## src/ats_pkg.sv

```systemverilog
// Shared types, constants and codes for the ancestor threshold search core.
package ats_pkg;

    // Field widths
    localparam int ACT_W   = 2;
    localparam int ID_W    = 17;
    localparam int VAL_W   = 31;
    localparam int DEPTH_W = 17;

    // Tree capacity and lifting depth
    localparam int MAX_NODES   = 131072;
    localparam int LIFT_LEVELS = 17;
    localparam int NODE_AW     = $clog2(MAX_NODES);
    localparam int LVL_W       = $clog2(LIFT_LEVELS);

    // Depth saturates at the smaller of the lifting span and the field maximum
    localparam longint LIFT_SPAN = (64'd1 << LIFT_LEVELS) - 64'd1;
    localparam longint DEPTH_FIELD_MAX = (64'd1 << DEPTH_W) - 64'd1;
    localparam logic [DEPTH_W-1:0] DEPTH_CAP =
        (LIFT_SPAN < DEPTH_FIELD_MAX) ? DEPTH_W'(LIFT_SPAN) : {DEPTH_W{1'b1}};

    typedef enum logic [ACT_W-1:0] {
        ACT_CLEAR = 2'd0,
        ACT_ADD   = 2'd1,
        ACT_QUERY = 2'd2,
        ACT_NONE  = 2'd3
    } action_t;

    typedef struct packed {
        action_t            action;
        logic [ID_W-1:0]    node_id;
        logic [ID_W-1:0]    parent_id;
        logic [VAL_W-1:0]   amount;
    } in_item_t;

    typedef struct packed {
        logic               found;
        logic [ID_W-1:0]    ancestor_id;
    } out_item_t;

    // One stored node: value, depth and its whole jump row
    typedef struct packed {
        logic [VAL_W-1:0]                   value;
        logic [DEPTH_W-1:0]                 depth;
        logic [LIFT_LEVELS-1:0][ID_W-1:0]   jump;
    } row_t;

    typedef enum logic [3:0] {
        ST_IDLE,
        ST_ADD_RD,
        ST_ADD_EV,
        ST_ADD_WR,
        ST_Q_START,
        ST_Q_INIT,
        ST_Q_MID,
        ST_Q_RD,
        ST_Q_EV,
        ST_Q_OUT
    } state_t;

    typedef enum logic [1:0] {
        RD_PREV,
        RD_NODE,
        RD_CUR
    } rd_src_t;

    typedef struct packed {
        logic       capture;
        logic       rd_en;
        rd_src_t    rd_src;
        logic       add_step;
        logic       add_write;
        logic       q_init;
        logic       q_mid;
        logic       q_step;
        logic       out_load;
    } ctrl_cmd_t;

    typedef struct packed {
        logic       add_ok;
        logic       query_ok;
        logic       add_last;
        logic       loop_go;
        logic       lift_live;
        logic       lift_jump;
    } dp_status_t;

endpackage

```

## src/ats_ctrl.sv

```systemverilog
// Controller: sequences add, query and result hand-off over the datapath.
module ats_ctrl import ats_pkg::*;
(
    input  logic        clk,
    input  logic        rst_n,
    input  logic        in_valid,
    output logic        in_ready,
    input  action_t     in_action,
    output logic        out_valid,
    input  logic        out_ready,
    input  dp_status_t  status,
    output ctrl_cmd_t   cmd
);

    state_t state_reg, state_next;
    logic   out_valid_reg, out_valid_next;

    // Hold state and result valid
    always_ff @(posedge clk or negedge rst_n)
    begin
        if (!rst_n)
        begin
            state_reg     <= ST_IDLE;
            out_valid_reg <= 1'b0;
        end
        else
        begin
            state_reg     <= state_next;
            out_valid_reg <= out_valid_next;
        end
    end

    // Next state and commands
    always_comb
    begin
        state_next = state_reg;
        cmd        = '0;
        cmd.rd_src = RD_CUR;
        in_ready   = 1'b0;

        case (state_reg)
            ST_IDLE:
            begin
                in_ready = 1'b1;
                if (in_valid)
                begin
                    cmd.capture = 1'b1;
                    case (in_action)
                        ACT_ADD:
                        begin
                            if (status.add_ok)
                            begin
                                state_next = ST_ADD_RD;
                            end
                        end
                        ACT_QUERY:
                        begin
                            state_next = status.query_ok ? ST_Q_START : ST_Q_OUT;
                        end
                        default:
                        begin
                            state_next = ST_IDLE;
                        end
                    endcase
                end
            end
            ST_ADD_RD:
            begin
                cmd.rd_en  = 1'b1;
                cmd.rd_src = RD_PREV;
                state_next = ST_ADD_EV;
            end
            ST_ADD_EV:
            begin
                cmd.add_step = 1'b1;
                state_next   = status.add_last ? ST_ADD_WR : ST_ADD_RD;
            end
            ST_ADD_WR:
            begin
                cmd.add_write = 1'b1;
                state_next    = ST_IDLE;
            end
            ST_Q_START:
            begin
                cmd.rd_en  = 1'b1;
                cmd.rd_src = RD_NODE;
                state_next = ST_Q_INIT;
            end
            ST_Q_INIT:
            begin
                cmd.q_init = 1'b1;
                state_next = ST_Q_MID;
            end
            ST_Q_MID:
            begin
                if (status.loop_go)
                begin
                    cmd.q_mid  = 1'b1;
                    state_next = ST_Q_RD;
                end
                else
                begin
                    state_next = ST_Q_OUT;
                end
            end
            ST_Q_RD:
            begin
                cmd.rd_en  = 1'b1;
                cmd.rd_src = RD_CUR;
                state_next = ST_Q_EV;
            end
            ST_Q_EV:
            begin
                cmd.q_step = 1'b1;
                if (status.lift_live)
                begin
                    state_next = status.lift_jump ? ST_Q_RD : ST_Q_EV;
                end
                else
                begin
                    state_next = ST_Q_MID;
                end
            end
            ST_Q_OUT:
            begin
                // Wait for the result register to free up
                if (!out_valid_reg || out_ready)
                begin
                    cmd.out_load = 1'b1;
                    state_next   = ST_IDLE;
                end
            end
            default:
            begin
                state_next = ST_IDLE;
            end
        endcase
    end

    // Set result valid on load, drop it once taken
    always_comb
    begin
        if (cmd.out_load)
        begin
            out_valid_next = 1'b1;
        end
        else if (out_ready)
        begin
            out_valid_next = 1'b0;
        end
        else
        begin
            out_valid_next = out_valid_reg;
        end
    end

    assign out_valid = out_valid_reg;

endmodule

```

## config.mk

```make
export PLATFORM = sky130hd
export DESIGN_NAME = ats_ctrl
export DESIGN_NICKNAME = d
export VERILOG_FILES = /design/src/ats_pkg.sv /design/src/ats_ctrl.sv
export SDC_FILE = /design/constraint.sdc
export NUM_CORES = 1
export LEC_CHECK = 0
export ABC_CLOCK_PERIOD_IN_PS = 1400
export BUFFER_PORTS_ARGS = -buffer_cell sky130_fd_sc_hd__buf_2
export CORE_AREA = 2 2 39 41
export CTS_BUF_LIST = sky130_fd_sc_hd__clkbuf_8
export DETAILED_ROUTE_END_ITERATION = 10
export DIE_AREA = 0 0 41 43
export PLACE_DENSITY_LB_ADDON = 0.08
export SYNTH_ARGS = -nofsm -noshare
export SYNTH_HDL_FRONTEND = slang
export SYNTH_SLANG_ARGS = --single-unit
```

## constraint.sdc

```tcl
create_clock -name clk -period 1.4 [get_ports clk]
set_clock_uncertainty 0.1 [all_clocks]
set_input_delay 0.14 -clock clk [delete_from_list [all_inputs] [get_ports clk]]
set_output_delay 0.14 -clock clk [all_outputs]
set_load 0.1 [all_outputs]
```

==> reports/metrics.csv, run 1 <==
metric;value;unit
status;did not finish;
last step reached;global routing (5_1_grt);
Err;[ERROR DPL-0033] detailed placement checks failed during check placement.;
largest net degree at the start of global routing;8;
Top-Level Pins;24;
post-synthesis cell type count;29;
Syn Nets;79;
Chip Width;41;microns
H-tree depth;1;
Primary FF master, synth;dfrtp_1;
EDFF count, synth;0;
CTS max path bufs;2;
cts bufs inserted;3;
# port buffers;23;
synthesized instance count;65;
FFs w/ async S/R, synth;1.00;
register area share after synthesis;0.238;
cell row count;14;
Seq cells post-synth;5;
initial core utilization;0.381;
GR repair worst EP;cmd[9];
syn_area_per_cell;8.10;sq um
post-DP HPWL;1240;microns
GPL Wtd Cong;0.808;
Die H;43;microns
CTS Root Cell;clkbuf_8;
antenna violations before repair;0;
Post-Syn Area;527;sq um
YS warnings;0;
clk sink count;5;
WEP type;primary output;
==> per-stage QoR <==
step	hold WS, ns	area, sq um	util	setup WS [ns]	instances
4_1_cts	0.0741	1240	0.895	-0.293	131
3_5_place_dp	-0.140	996	0.720	-0.183	116
3_3_place_gp	-0.143	996	0.720	-0.168	116
2_1_floorplan	-0.256	643	-	-0.970	65
==> synthesized netlist by cell type, types with 2 or more instances <==
| master | count | area share |
|---|---|---|
| ha_1 | 2 | 0.047 |
| or3_1 | 3 | 0.036 |
| buf_6 | 2 | 0.043 |
| a21oi_1 | 6 | 0.057 |
| nor2_1 | 7 | 0.050 |
| dfrtp_1 | 5 | 0.24 |
| o21ai_0 | 4 | 0.038 |
| o21ai_1 | 2 | 0.019 |
| nor2b_1 | 2 | 0.024 |
| nand3b_1 | 3 | 0.043 |
| nand2b_1 | 3 | 0.036 |
| buf_4 | 2 | 0.028 |
| inv_1 | 6 | 0.043 |
| nand2_1 | 2 | 0.014 |
| nor3_1 | 2 | 0.019 |
==> cells by family after synthesis <==
kind of cell / count (synthesis) / synth area share
AOI/OAI and AO/OA: 17 / 0.197
adders and majority gates: 2 / 0.0475
buffers and inverters: 11 / 0.123
xor gates and xnor gates: 1 / 0.0166
DFF: 5 / 0.238
muxes: 1 / 0.0214
and+or+nand+nor: 28 / 0.356
==> timing repair <==
item,CTS
endpoints found under the setup margin,15
pin swaps,12
hold endpoints to repair,5
resized for setup,28
setup buffers,10
hold buffers,1
==> run 2: changes to the inputs <==
ABC_CLOCK_PERIOD_IN_PS = 1800   (was 1400)
CORE_AREA = 2 2 63 65   (was 2 2 39 41)
CTS_BUF_LIST = unset   (was sky130_fd_sc_hd__clkbuf_8)
DIE_AREA = 0 0 65 67   (was 0 0 41 43)
PLACE_DENSITY_LB_ADDON = 0.15   (was 0.08)
clock period = 1.8 ns   (was 1.4 ns; I/O delays follow)
==> reports/metrics.csv, run 2 <==
metric;value;unit
area leader, netlist;dfrtp_1;
crit path max fanout;7;
grt ovf;0;
syn_area_per_cell;8.10;sq um
DRC;0;
Clock transition at path regs;0.04;ns
Crit Path Category;flop to output pin;
RSZ-0062 raised after global routing;true;
Reg area;130;sq um
fillers;382;
H-tree depth;1;
Post-Syn Area;527;sq um
top cells by count, synth;nor2_1, a21oi_1, inv_1, dfrtp_1, o21ai_0;
Largest register FFs;4;
CTS tree;done;
CORE AREA;0.00361;sq mm
post-synthesis cell type count;29;
LEAKAGE;0.000428;uW
antenna violations before repair;0;
Worst setup SP type;flop;
wire per inst;10.3;microns
EDFF count, synth;0;
CP Capture Type;output pin;
Pwr Density;1790;mW/mm^2
VDD IR max;0.000358;V
worst path required time;1.52;ns
most common cell after layout, fill and taps aside;buf_2;
worst min-delay path class;primary input to flop;
cts bufs inserted;3;
final core utilization;0.292;
nets;114;
DRT Pass-1 Iters;4;
multi-input logic area;428;sq um
Primary FF master, synth;dfrtp_1;
YS warnings;0;
Tcrit/Tclk final;0.972;
first-pass GRT wire length;2710;microns
worst skew pair latency;0.22;ns
Worst Tran Pin Value;0.483;ns
post-route ant nets;0;
post-DP HPWL;1270;microns
GPL Wtd Cong;0.710;
non-filler cells, final;147;
synthesized instance count;65;
CTS max path bufs;2;
Reg2Reg Depth;6;
clk sink count;5;
largest net degree at the start of global routing;10;
cell row count;22;
vias in the first global route;615;
Syn Nets;79;
Die Area;0.00436;sq mm
crit path DAT;1.47;ns
largest cells by area after synthesis;dfrtp_1, a21oi_1, nor2_1, ha_1, nor4b_4;
Hold Path Stages;2;
Top-Level Pins;24;
# placed instances;139;
FFs w/ async S/R, synth;1.00;
GRT Util Overall;0.0789;
final period demand of the worst path;1.75;ns
# diodes;0;
count leader, synth;nor2_1;
via count;587;
Seq cells post-synth;5;
initial core utilization;0.146;
Synth top area share;0.238;
CTS Root Cell;clkbuf_8;
Syn-to-layout area delta;100;%
Rel. slew slack;0.680;
Initial DRC Count;4;
# port buffers;23;
MaxCap Viol Count;0;
Fmax achieved;572;MHz
Die H;67;microns
DRT Wirelength;1520;microns
Slew Viols, Final;0;
leading cell types in the layout, fill and taps excluded;buf_2, buf_4, buf_12;
Chip Width;65;microns
status;complete, no violations;
routed vias/inst;3.99;
register area share after synthesis;0.238;
Final Hold Fails;0;
layout cell share with drive strength beyond 1;0.586;
final setup violation count;0;
## run 2: kinds of logic (layout without fill, tap and decap cells)
| group | Yosys count | count (layout) | synth area share |
|---|---|---|---|
| adder cells (fa/ha/maj) | 2 | 2 | 0.0475 |
| buffers and inverters | 11 | 45 | 0.123 |
| AND/OR/NAND/NOR | 28 | 28 | 0.356 |
| XOR/XNOR | 1 | 1 | 0.0166 |
| multiplexers | 1 | 1 | 0.0214 |
| flip-flops | 5 | 5 | 0.238 |
| AO/OA/AOI/OAI | 17 | 17 | 0.197 |
## run 2: area by class of cell
cell class / instances / area share
Tap cell: 48 / 0.0570
Clock buffer: 4 / 0.0428
Inverter: 6 / 0.0214
Timing Repair Buffer: 35 / 0.349
Sequential cell: 5 / 0.124
Multi-Input combinational cell: 49 / 0.406
## run 2: path summary, 6_finish.rpt
kind | startpoint | end | slack [ns]
max in group asynchronous | rst_n | state_reg[0] | 1.25
min in group asynchronous | rst_n | out_valid | 0.21
min reg2reg | state_reg[2] | state_reg[1] | 0.43
max reg2reg | state_reg[0] | state_reg[3] | 0.09
max | state_reg[0] | cmd[1] | 0.05
min | out_ready | out_valid | 0.08
## run 2: what timing repair did
| action | CTS | global route |
|---|---|---|
| hold buffers | 1 | 0 |
| buffers inserted | 2 | 1 |
| setup endpoints to repair | 6 | 6 |
| endpoints found under the hold margin | 5 | 0 |
| pin swaps | 2 | 4 |
| resized for setup | 6 | 5 |
## run 2: per-stage QoR
stage          instance area [sq um]  setup slack [ns]  hold WS, ns  setup TNS, ns  power (uW)
2_1_floorplan                    611            -0.610       -0.216          -2.86        1190
3_3_place_gp                     943             0.165       -0.101              0        1600
3_5_place_dp                     943             0.148      -0.0984              0        1600
4_1_cts                         1020          -0.00470       0.0796       -0.00470        1860
5_1_grt                         1050          -0.00204        0.102       -0.00406        1990
6_report                        1050            0.0510       0.0785              0        1890
## run 2: worst max-delay path: stages (launching register included)
cell and delay [ns]:
dfrtp_2 0.46, buf_4 0.21, nor4b_4 0.37, buf_12 0.22
## run 2: report_power, final
part | switching, uW | leakage (uW) | internal, uW | total (uW)
clock | 52.1 | 0.0000228 | 152 | 204
combinational | 888 | 0.000344 | 581 | 1470
sequential | 65.1 | 0.0000613 | 148 | 213
total | 1010 | 0.000428 | 881 | 1890
## run 2: layer usage
layer  GRT usage  routed length [microns]
met5           0                        0
met4      0.0160                        0
met3      0.0169                       83
met2       0.135                      734
met1       0.102                      702
Note: power is estimated with default switching activity, not from simulation.
